$ cat config.mk
export PLATFORM = sky130hd
export DESIGN_NAME = touch_sample_filter_and_pen_events_core
export DESIGN_NICKNAME = d
export VERILOG_FILES = /design/src/sv/tsf_pkg.sv /design/src/sv/tsf_ctrl.sv /design/src/sv/tsf_datapath.sv /design/src/sv/touch_sample_filter_and_pen_events_core.sv
export SDC_FILE = /design/constraint.sdc
export NUM_CORES = 2
export LEC_CHECK = 0
export BUFFER_PORTS_ARGS = -buffer_cell sky130_fd_sc_hd__buf_2
export CAP_MARGIN = 20
export CORE_UTILIZATION = 57
export DETAILED_ROUTE_END_ITERATION = 12
export PLACE_DENSITY = 0.73
export SYNTH_ARGS = -nofsm -noshare
export SYNTH_HDL_FRONTEND = slang
export SYNTH_SLANG_ARGS = --single-unit
$ cat constraint.sdc
create_clock -name clk -period 13.3 [get_ports clk]
set_input_delay 1.33 -clock clk [delete_from_list [all_inputs] [get_ports clk]]
set_output_delay 1.33 -clock clk [all_outputs]
set_load 0.05 [all_outputs]
$ cat src/sv/tsf_pkg.sv
// Package for the touch sample filter: item structs, controller/datapath
// command and status structs, register indexes and fixed constants.
// No dependencies.
`default_nettype none

package tsf_pkg;

    // Sample item from the converter interface
    typedef struct packed {
        logic        pen_released;
        logic [11:0] sample_first_channel;
        logic [11:0] sample_second_channel;
    } in_item_t;

    // Pen event item
    typedef struct packed {
        logic [1:0]  event_kind;
        logic [11:0] pos_x;
        logic [11:0] pos_y;
        logic        for_calibration;
    } out_item_t;

    // Event kinds
    localparam logic [1:0] EV_DOWN = 2'd0;
    localparam logic [1:0] EV_MOVE = 2'd1;
    localparam logic [1:0] EV_UP   = 2'd2;

    // Configuration register indexes
    typedef enum logic [2:0] {
        CFG_CALIBRATING   = 3'd0,
        CFG_CAL_X_LOW     = 3'd1,
        CFG_CAL_X_HIGH    = 3'd2,
        CFG_CAL_Y_LOW     = 3'd3,
        CFG_CAL_Y_HIGH    = 3'd4,
        CFG_SCREEN_WIDTH  = 3'd5,
        CFG_SCREEN_HEIGHT = 3'd6,
        CFG_DEAD_ZONE     = 3'd7
    } cfg_index_t;

    localparam int CFG_INDEX_W = 3;
    localparam int CFG_DATA_W  = 12;

    // Burst and divider constants
    localparam logic [3:0] BURST_LAST = 4'd9;    // index of the tenth sample
    localparam int         DIV_STEPS  = 24;      // quotient bits per division
    localparam int         DIV_CNT_W  = 5;
    localparam logic [DIV_CNT_W-1:0] DIV_LAST = DIV_CNT_W'(DIV_STEPS - 1);

    // Controller to datapath
    typedef struct packed {
        logic accept_sample;
        logic accept_up;
        logic do_avg;
        logic do_mul;
        logic div_step;
        logic do_check;
        logic commit;
        logic emit_up;
    } tsf_cmd_t;

    // Datapath to controller
    typedef struct packed {
        logic last_sample;
        logic suppress;
        logic calibrating;
        logic slot_free;
    } tsf_status_t;

endpackage

`default_nettype wire

$ cat src/sv/tsf_ctrl.sv
// Controller for the touch sample filter: one-hot sequencer over
// accumulate, average, multiply, divide, check, decide and pen-up steps.
// Depends on tsf_pkg.
`default_nettype none

module tsf_ctrl
    import tsf_pkg::*;
(
    input  wire logic        clk,
    input  wire logic        rst_n,
    input  wire logic        sample_valid,
    input  wire logic        pen_released,
    input  wire tsf_status_t status,
    output tsf_cmd_t         cmd,
    output logic             idle
);

    typedef enum logic [6:0] {
        S_IDLE   = 7'b0000001,
        S_AVG    = 7'b0000010,
        S_MUL    = 7'b0000100,
        S_DIV    = 7'b0001000,
        S_CHECK  = 7'b0010000,
        S_DECIDE = 7'b0100000,
        S_UP     = 7'b1000000
    } state_t;

    state_t                 state_reg, state_next;
    logic [DIV_CNT_W-1:0]   cnt_reg, cnt_next;

    // State register and divider step counter
    always_ff @(posedge clk or negedge rst_n)
    begin
        if (!rst_n)
        begin
            state_reg <= S_IDLE;
            cnt_reg   <= '0;
        end
        else
        begin
            state_reg <= state_next;
            cnt_reg   <= cnt_next;
        end
    end

    // Next state and commands
    always_comb
    begin
        state_next = state_reg;
        cnt_next   = cnt_reg;
        cmd        = '0;
        idle       = 1'b0;
        unique case (state_reg)
            S_IDLE:
            begin
                idle = 1'b1;
                if (sample_valid)
                begin
                    if (pen_released)
                    begin
                        cmd.accept_up = 1'b1;
                        state_next    = S_UP;
                    end
                    else
                    begin
                        cmd.accept_sample = 1'b1;
                        if (status.last_sample)
                            state_next = S_AVG;
                    end
                end
            end
            S_AVG:
            begin
                cmd.do_avg = 1'b1;
                state_next = S_MUL;
            end
            S_MUL:
            begin
                cmd.do_mul = 1'b1;
                cnt_next   = '0;
                state_next = S_DIV;
            end
            S_DIV:
            begin
                cmd.div_step = 1'b1;
                cnt_next     = cnt_reg + 1'b1;
                if (cnt_reg == DIV_LAST)
                    state_next = S_CHECK;
            end
            S_CHECK:
            begin
                cmd.do_check = 1'b1;
                state_next   = S_DECIDE;
            end
            S_DECIDE:
            begin
                // suppressed move, silent calibration update, event, or wait
                priority if (status.suppress)
                    state_next = S_IDLE;
                else if (status.calibrating || status.slot_free)
                begin
                    cmd.commit = 1'b1;
                    state_next = S_IDLE;
                end
                else
                    state_next = S_DECIDE;
            end
            S_UP:
            begin
                if (status.slot_free)
                begin
                    cmd.emit_up = 1'b1;
                    state_next  = S_IDLE;
                end
            end
            default:
            begin
                state_next = S_IDLE;
            end
        endcase
    end

endmodule

`default_nettype wire

$ cat src/sv/tsf_datapath.sv
// Datapath for the touch sample filter: configuration registers, burst
// accumulators, trimmed mean, two-lane scaling divider and event register.
// Depends on tsf_pkg.
`default_nettype none

module tsf_datapath
    import tsf_pkg::*;
(
    input  wire logic                   clk,
    input  wire logic                   rst_n,
    input  wire tsf_cmd_t               cmd,
    output tsf_status_t                 status,
    input  wire in_item_t               sample_item,
    input  wire logic                   cfg_we,
    input  wire logic [CFG_INDEX_W-1:0] cfg_index,
    input  wire logic [CFG_DATA_W-1:0]  cfg_data,
    output logic                        event_valid,
    input  wire logic                   event_stall,
    output out_item_t                   event_item
);

    // Configuration
    logic        calibrating_reg;
    logic [11:0] cal_x_low_reg, cal_x_high_reg, cal_y_low_reg, cal_y_high_reg;
    logic [11:0] screen_width_reg, screen_height_reg;
    logic [7:0]  dead_zone_reg;

    // Burst state
    logic [3:0]  burst_count_reg;
    logic [15:0] sum_x_reg, sum_y_reg;
    logic [11:0] least_x_reg, greatest_x_reg, least_y_reg, greatest_y_reg;

    // Position state
    logic [11:0] current_x_reg, current_y_reg, reported_x_reg, reported_y_reg;
    logic        pen_down_reg;

    // Scaling lanes
    logic [11:0] avg_x_reg, avg_y_reg;
    logic [11:0] span_x_reg, span_y_reg;
    logic [11:0] rem_x_reg, rem_y_reg;
    logic [23:0] quo_x_reg, quo_y_reg;
    logic        zero_x_reg, zero_y_reg;

    // Output register
    logic        event_valid_reg;
    out_item_t   event_item_reg;

    logic [11:0] sx, sy;
    logic [15:0] trim_x, trim_y;
    logic [11:0] num_x, num_y;
    logic [11:0] dx, dy;
    logic        slot_free;

    // Numerator on the screen side of the low limit
    function automatic logic [11:0] span_num(input logic [11:0] avg,
                                             input logic [11:0] low,
                                             input logic [11:0] high);
        span_num = (high > low) ? (avg - low) : (low - avg);
    endfunction

    // Coordinate forced to zero
    function automatic logic force_zero(input logic [11:0] avg,
                                        input logic [11:0] low,
                                        input logic [11:0] high,
                                        input logic [11:0] size);
        logic far;
        far = (high > low) ? (avg <= low) : (avg >= low);
        force_zero = (size == '0) || (low == high) || far;
    endfunction

    // One restoring division step: {remainder, quotient}
    function automatic logic [35:0] div_once(input logic [11:0] rem,
                                             input logic [23:0] quo,
                                             input logic [11:0] span);
        logic [12:0] trial;
        trial = {rem, quo[23]};
        if (trial >= {1'b0, span})
            div_once = {12'(trial - {1'b0, span}), quo[22:0], 1'b1};
        else
            div_once = {trial[11:0], quo[22:0], 1'b0};
    endfunction

    // Clamp quotient to the screen
    function automatic logic [11:0] clamp_q(input logic [23:0] quo,
                                            input logic [11:0] size,
                                            input logic        zero);
        logic [11:0] top;
        top = size - 12'd1;
        if (zero)
            clamp_q = '0;
        else if (quo > {12'b0, top})
            clamp_q = top;
        else
            clamp_q = quo[11:0];
    endfunction

    function automatic logic [11:0] abs_diff(input logic [11:0] a,
                                             input logic [11:0] b);
        abs_diff = (a > b) ? (a - b) : (b - a);
    endfunction

    assign sx     = sample_item.sample_second_channel;
    assign sy     = sample_item.sample_first_channel;
    assign trim_x = sum_x_reg - {4'b0, least_x_reg} - {4'b0, greatest_x_reg};
    assign trim_y = sum_y_reg - {4'b0, least_y_reg} - {4'b0, greatest_y_reg};
    assign num_x  = span_num(avg_x_reg, cal_x_low_reg, cal_x_high_reg);
    assign num_y  = span_num(avg_y_reg, cal_y_low_reg, cal_y_high_reg);
    assign dx     = abs_diff(reported_x_reg, current_x_reg);
    assign dy     = abs_diff(reported_y_reg, current_y_reg);
    assign slot_free = !event_valid_reg || !event_stall;

    // Status to the controller
    always_comb
    begin
        status.last_sample = (burst_count_reg == BURST_LAST);
        status.suppress    = pen_down_reg && (dx < {4'b0, dead_zone_reg})
                             && (dy < {4'b0, dead_zone_reg});
        status.calibrating = calibrating_reg;
        status.slot_free   = slot_free;
    end

    // Configuration registers
    always_ff @(posedge clk or negedge rst_n)
    begin
        if (!rst_n)
        begin
            calibrating_reg   <= 1'b0;
            cal_x_low_reg     <= 12'd0;
            cal_x_high_reg    <= 12'd4095;
            cal_y_low_reg     <= 12'd0;
            cal_y_high_reg    <= 12'd4095;
            screen_width_reg  <= 12'd240;
            screen_height_reg <= 12'd320;
            dead_zone_reg     <= 8'd8;
        end
        else if (cfg_we)
        begin
            unique case (cfg_index_t'(cfg_index))
                CFG_CALIBRATING:   calibrating_reg   <= cfg_data[0];
                CFG_CAL_X_LOW:     cal_x_low_reg     <= cfg_data;
                CFG_CAL_X_HIGH:    cal_x_high_reg    <= cfg_data;
                CFG_CAL_Y_LOW:     cal_y_low_reg     <= cfg_data;
                CFG_CAL_Y_HIGH:    cal_y_high_reg    <= cfg_data;
                CFG_SCREEN_WIDTH:  screen_width_reg  <= cfg_data;
                CFG_SCREEN_HEIGHT: screen_height_reg <= cfg_data;
                CFG_DEAD_ZONE:     dead_zone_reg     <= cfg_data[7:0];
                default:           calibrating_reg   <= calibrating_reg;
            endcase
        end
    end

    // Burst accumulation, trimmed mean, position tracking
    always_ff @(posedge clk or negedge rst_n)
    begin
        if (!rst_n)
        begin
            burst_count_reg <= '0;
            sum_x_reg       <= '0;
            sum_y_reg       <= '0;
            least_x_reg     <= 12'd4095;
            greatest_x_reg  <= '0;
            least_y_reg     <= 12'd4095;
            greatest_y_reg  <= '0;
            current_x_reg   <= '0;
            current_y_reg   <= '0;
            reported_x_reg  <= '0;
            reported_y_reg  <= '0;
            pen_down_reg    <= 1'b0;
        end
        else
        begin
            if (cmd.accept_sample)
            begin
                burst_count_reg <= burst_count_reg + 4'd1;
                sum_x_reg       <= sum_x_reg + {4'b0, sx};
                sum_y_reg       <= sum_y_reg + {4'b0, sy};
                if (sx < least_x_reg)    least_x_reg    <= sx;
                if (sx > greatest_x_reg) greatest_x_reg <= sx;
                if (sy < least_y_reg)    least_y_reg    <= sy;
                if (sy > greatest_y_reg) greatest_y_reg <= sy;
            end
            // burst end or pen up drops the partial burst
            if (cmd.do_avg || cmd.accept_up)
            begin
                burst_count_reg <= '0;
                sum_x_reg       <= '0;
                sum_y_reg       <= '0;
                least_x_reg     <= 12'd4095;
                greatest_x_reg  <= '0;
                least_y_reg     <= 12'd4095;
                greatest_y_reg  <= '0;
            end
            if (cmd.accept_up)
                pen_down_reg <= 1'b0;
            if (cmd.do_check)
            begin
                if (calibrating_reg)
                begin
                    current_x_reg <= avg_x_reg;
                    current_y_reg <= avg_y_reg;
                end
                else
                begin
                    current_x_reg <= clamp_q(quo_x_reg, screen_width_reg, zero_x_reg);
                    current_y_reg <= clamp_q(quo_y_reg, screen_height_reg, zero_y_reg);
                end
            end
            if (cmd.commit)
            begin
                pen_down_reg   <= 1'b1;
                reported_x_reg <= current_x_reg;
                reported_y_reg <= current_y_reg;
            end
        end
    end

    // Scaling lanes: average, product, then one quotient bit per cycle
    always_ff @(posedge clk)
    begin
        if (cmd.do_avg)
        begin
            avg_x_reg <= trim_x[14:3];
            avg_y_reg <= trim_y[14:3];
        end
        if (cmd.do_mul)
        begin
            quo_x_reg  <= {12'b0, num_x} * {12'b0, screen_width_reg};
            quo_y_reg  <= {12'b0, num_y} * {12'b0, screen_height_reg};
            rem_x_reg  <= '0;
            rem_y_reg  <= '0;
            span_x_reg <= (cal_x_high_reg > cal_x_low_reg) ?
                          (cal_x_high_reg - cal_x_low_reg) : (cal_x_low_reg - cal_x_high_reg);
            span_y_reg <= (cal_y_high_reg > cal_y_low_reg) ?
                          (cal_y_high_reg - cal_y_low_reg) : (cal_y_low_reg - cal_y_high_reg);
            zero_x_reg <= force_zero(avg_x_reg, cal_x_low_reg, cal_x_high_reg,
                                     screen_width_reg);
            zero_y_reg <= force_zero(avg_y_reg, cal_y_low_reg, cal_y_high_reg,
                                     screen_height_reg);
        end
        if (cmd.div_step)
        begin
            {rem_x_reg, quo_x_reg} <= div_once(rem_x_reg, quo_x_reg, span_x_reg);
            {rem_y_reg, quo_y_reg} <= div_once(rem_y_reg, quo_y_reg, span_y_reg);
        end
    end

    // Event output register
    always_ff @(posedge clk or negedge rst_n)
    begin
        if (!rst_n)
            event_valid_reg <= 1'b0;
        else if (cmd.emit_up || (cmd.commit && !calibrating_reg))
            event_valid_reg <= 1'b1;
        else if (!event_stall)
            event_valid_reg <= 1'b0;
    end

    always_ff @(posedge clk)
    begin
        if (cmd.emit_up)
        begin
            event_item_reg.event_kind      <= EV_UP;
            event_item_reg.pos_x           <= current_x_reg;
            event_item_reg.pos_y           <= current_y_reg;
            event_item_reg.for_calibration <= calibrating_reg;
        end
        else if (cmd.commit && !calibrating_reg)
        begin
            event_item_reg.event_kind      <= pen_down_reg ? EV_MOVE : EV_DOWN;
            event_item_reg.pos_x           <= current_x_reg;
            event_item_reg.pos_y           <= current_y_reg;
            event_item_reg.for_calibration <= 1'b0;
        end
    end

    assign event_valid = event_valid_reg;
    assign event_item  = event_item_reg;

endmodule

`default_nettype wire

$ cat src/sv/touch_sample_filter_and_pen_events_core.sv
// Touch sample filter and pen event generator, top level.
// Instantiates tsf_ctrl and tsf_datapath; depends on tsf_pkg.
//
// Usage:
//   Sample channel (sample_valid / sample_stall / sample_item): one sample
//   pair or a pen-up marker per item. Event channel (event_valid /
//   event_stall / event_item): pen down, move and up events. Both channels
//   move an item at a clock edge with valid high and stall low.
//   Configuration: cfg_we with cfg_index/cfg_data writes one register per
//   cycle; write only while the block is idle.
// Sequence:
//   Samples one to nine of a burst are only accumulated. The tenth runs
//   trimmed mean, product, 24 restoring division steps (one quotient
//   bit per cycle, both axes in parallel), clamp and dead-zone decision;
//   unless suppressed or calibrating, an event then waits for a free
//   output register. A pen-up item's event also waits for a free slot.
// Reset and stall:
//   rst_n clears configuration to defaults and empties burst and position
//   state. The output register holds one event; a new item is accepted while
//   it waits, and the sequencer only waits when a second event is ready
//   before the first has been taken.
`default_nettype none

module touch_sample_filter_and_pen_events_core
    import tsf_pkg::*;
(
    input  wire logic                   clk,
    input  wire logic                   rst_n,
    input  wire logic                   sample_valid,
    output logic                        sample_stall,
    input  wire in_item_t               sample_item,
    output logic                        event_valid,
    input  wire logic                   event_stall,
    output out_item_t                   event_item,
    input  wire logic                   cfg_we,
    input  wire logic [CFG_INDEX_W-1:0] cfg_index,
    input  wire logic [CFG_DATA_W-1:0]  cfg_data
);

    tsf_cmd_t    cmd;
    tsf_status_t status;
    logic        idle;

    tsf_ctrl u_ctrl (
        .clk          (clk),
        .rst_n        (rst_n),
        .sample_valid (sample_valid),
        .pen_released (sample_item.pen_released),
        .status       (status),
        .cmd          (cmd),
        .idle         (idle)
    );

    tsf_datapath u_datapath (
        .clk         (clk),
        .rst_n       (rst_n),
        .cmd         (cmd),
        .status      (status),
        .sample_item (sample_item),
        .cfg_we      (cfg_we),
        .cfg_index   (cfg_index),
        .cfg_data    (cfg_data),
        .event_valid (event_valid),
        .event_stall (event_stall),
        .event_item  (event_item)
    );

    assign sample_stall = !idle;

    // Sequencer issues at most one command per cycle
    assert property (@(posedge clk) disable iff (!rst_n)
        $onehot0({cmd.accept_sample, cmd.accept_up, cmd.do_avg, cmd.do_mul,
                  cmd.div_step, cmd.do_check, cmd.commit, cmd.emit_up}))
        else $error("more than one datapath command in a cycle");

    // An event is loaded only into a free output slot
    assert property (@(posedge clk) disable iff (!rst_n)
        (cmd.emit_up || (cmd.commit && !status.calibrating)) |-> status.slot_free)
        else $error("event loaded over an untaken event");

    // The tenth sample of a burst starts the scaling sequence
    assert property (@(posedge clk) disable iff (!rst_n)
        (cmd.accept_sample && status.last_sample) |=> (sample_stall && cmd.do_avg))
        else $error("burst end did not start averaging");

    // A pen-up item leads to its event in the next cycle when the slot is free
    assert property (@(posedge clk) disable iff (!rst_n)
        (cmd.accept_up ##1 status.slot_free) |-> cmd.emit_up)
        else $error("pen-up event not issued");

endmodule

`default_nettype wire
==> flow_summary.ini <==
[sta]
finalSetupViolCount = 0
slew_headroom = 0.253
setup_tns_ns = 0
report.final.slew_viol_count = 0
fin_crit_ns = 9.74
hold_viol = 0
fin_crit_sh = 0.732
fmax_mhz = 103
rsz0062_at_grt = false
finClkSkew_ns = 0.0268
tightest_slew_ns = 1.11

[global_routing]
grt_pass1_wl_um = 142000
grt_max_degree = 109
grt_pass1_vias = 27000
antenna_found_initial = 8
track_usage = 0.276
overflow = 0

[clock_tree]
cts_buffers = 46
max-clock-path-buffers = 3
clk-insertion-delay-late_ns = 0.61
cts.repair.resized = 0
cts_sinks = 374
cts_tree = yes
htree_levels = 2
clk_pin_slew_ns = 0.06
root_buffer = clkbuf_16
ctsHoldBuffers = 0
postCtsSetupRepairBufs = 0

[yosys]
avgSynthCellArea_um2 = 9.28
syn-cell-area_um2 = 35800
synthArstFlopShare = 0.602
synth_adder_area_share = 0.282
ys.flop_type = dfrtp_1
synth_top_family_by_area = adder cells
synth_cell_types = 90
ys_seq_elements = 374
synth_edf_count = 147
synthXorXnorAreaFrac = 0.0413
ys_warn_count = 0
synthMuxAreaShare = 0.0417
synth_fp_nets = 4568
synthCells = 3860
yosysSeqAreaShare = 0.284
synth-simple-area-share = 0.138
synth_compound_area_frac = 0.137

[detailed_routing]
dr_total_vias = 27200
drc = 0
drt-vias-per-instance = 5.74
drtPass1Iterations = 5
drt_iter0_drc = 2030
antenna_left = 0
drt-total-wl_um = 85700
routedWlPerCell_um = 18.1

[floorplanning]
die-area_um2 = 63800
chipWidth_um = 253
num_rows = 91
num_io_pins = 74
coreArea_um2 = 61900
fp.dieH_um = 253
start_util = 0.578

[critical_path]
cp_data_required_time_ns = 13.62
startpoint_type = flip-flop
max_stage_delay_ns = 0.79
cp_max_fo = 17
cp.arrival_ns = 10.06
crit_path_frequent_cell = fa_1
critPathCaptureType = flip-flop
slowest_stage = xnor2_1
crit_type = flip-flop to flip-flop
ff2ff_setup_slack_ns = 3.56

[place]
place.gp.congestion = 0.932
port_buffers = 73
dpl.hpwl_um = 65200
placed_area_um2 = 36900

[finish]
areaGrowthSynthToFinish_pct = 7.35
nets = 4571
largest_reg_flops = 27
drive_above_1_share = 0.0862
fin_area_um2 = 38400

[status]
status = completed

[job]
maxCapViolCount = 0

[hold_path]
hold_path_class = flip-flop to flip-flop
layer usage:
layer  global-route usage  wire length (um)
met1                0.394             39300
met2                0.431             38100
met3               0.0513              6020
met4               0.0734              2180
met5                    0                99
final cells by class:
cell class	instances	area, um2
fillers	5307	23500
inverters	557	2090
diodes	1	2.50
well taps	837	1050
flip-flops and latches	374	10200
clock buffers	62	1320
clock inverters	23	196
multi-input cells	2777	23000
repair buffers	107	651
cell usage in the layout (no fill, tap or decap), types with 29 or more instances in the layout:
master and count:
xnor2_1 92, clkbuf_16 48, nand3_1 82, mux2i_1 85, nand2_1 390, fa_1 238
nor2b_1 58, nor2_1 183, a221oi_1 31, mux2_2 57, a211oi_1 29, and2_1 96
buf_2 72, buf_4 33, a21oi_1 196, a21o_1 73, nand4_1 40, dfstp_2 56
nand2b_1 50, dfrtp_1 169, xor2_1 77, inv_1 556, o211ai_1 40, nor3_1 52
ha_1 425, edfxtp_1 147, o21ai_0 223
metrics by stage:
stage / worst slack, ns / util / instances / hold slack, ns
2_1_floorplan: 4.95 / - / 3860 / 0.443
3_3_place_gp: 3.88 / 0.595 / 4648 / 0.441
3_5_place_dp: 3.62 / 0.595 / 4648 / 0.452
4_1_cts: 3.61 / 0.620 / 4733 / 0.463
5_1_grt: 2.87 / 0.621 / 4737 / 0.487
6_report: 3.56 / 0.621 / 4738 / 0.458
synth_stat cells (50+ instances only):
| cell | instances | area [um2] |
|---|---|---|
| inv_1 | 557 | 2090 |
| dfrtp_1 | 169 | 4230 |
| nor3_1 | 53 | 265 |
| fa_1 | 238 | 4760 |
| nor2_1 | 183 | 687 |
| a21oi_1 | 196 | 981 |
| clkbuf_1 | 121 | 454 |
| and2_1 | 96 | 601 |
| mux2i_1 | 85 | 851 |
| dfstp_2 | 56 | 1470 |
| edfxtp_1 | 147 | 4410 |
| xor2_1 | 77 | 674 |
| nand2_1 | 390 | 1460 |
| xnor2_1 | 92 | 806 |
| o21ai_0 | 223 | 1120 |
| ha_1 | 425 | 5320 |
| nand2b_1 | 50 | 313 |
| mux2_2 | 57 | 642 |
| nor2b_1 | 58 | 363 |
| nand3_1 | 82 | 410 |
| a21o_1 | 73 | 548 |
final timing paths:
kind | startpoint | endpoint | cells after the start
hold / removal | u_datapath.event_item[25] | u_datapath.event_item[25] | 2
hold reg to reg | u_datapath.event_item[25] | u_datapath.event_item[25] | 2
setup / recovery | u_datapath.cal_y_high_reg[7] | u_datapath.quo_y_reg[23] | 31
max in group asynchronous | rst_n | u_datapath.sum_x_reg[3] | 3
setup reg to reg | u_datapath.cal_y_high_reg[7] | u_datapath.quo_y_reg[23] | 31
min in group asynchronous | rst_n | u_datapath.current_y_reg[9] | 1
worst max-delay path, delay by kind of cell (launching register included):
| family | cells | cell delay (ns) |
|---|---|---|
| compound gates | 11 | 2.27 |
| xor+xnor | 2 | 0.92 |
| fa+ha+maj | 7 | 3.42 |
| buf+inv | 4 | 0.20 |
| flops | 1 | 0.53 |
| simple gates | 7 | 2.13 |
logic make-up (layout without fill, tap and decap cells):
family,Yosys count,count (layout)
compound gates,770,770
xor+xnor,169,169
fa+ha+maj,663,663
buf+inv,709,749
flops,374,374
mux,142,142
other cells,0,1
simple gates,1033,1033
Power is left out: the tool's default activity adds up to more than one toggle a clock period on the data nets, which glitch-free logic cannot reach.
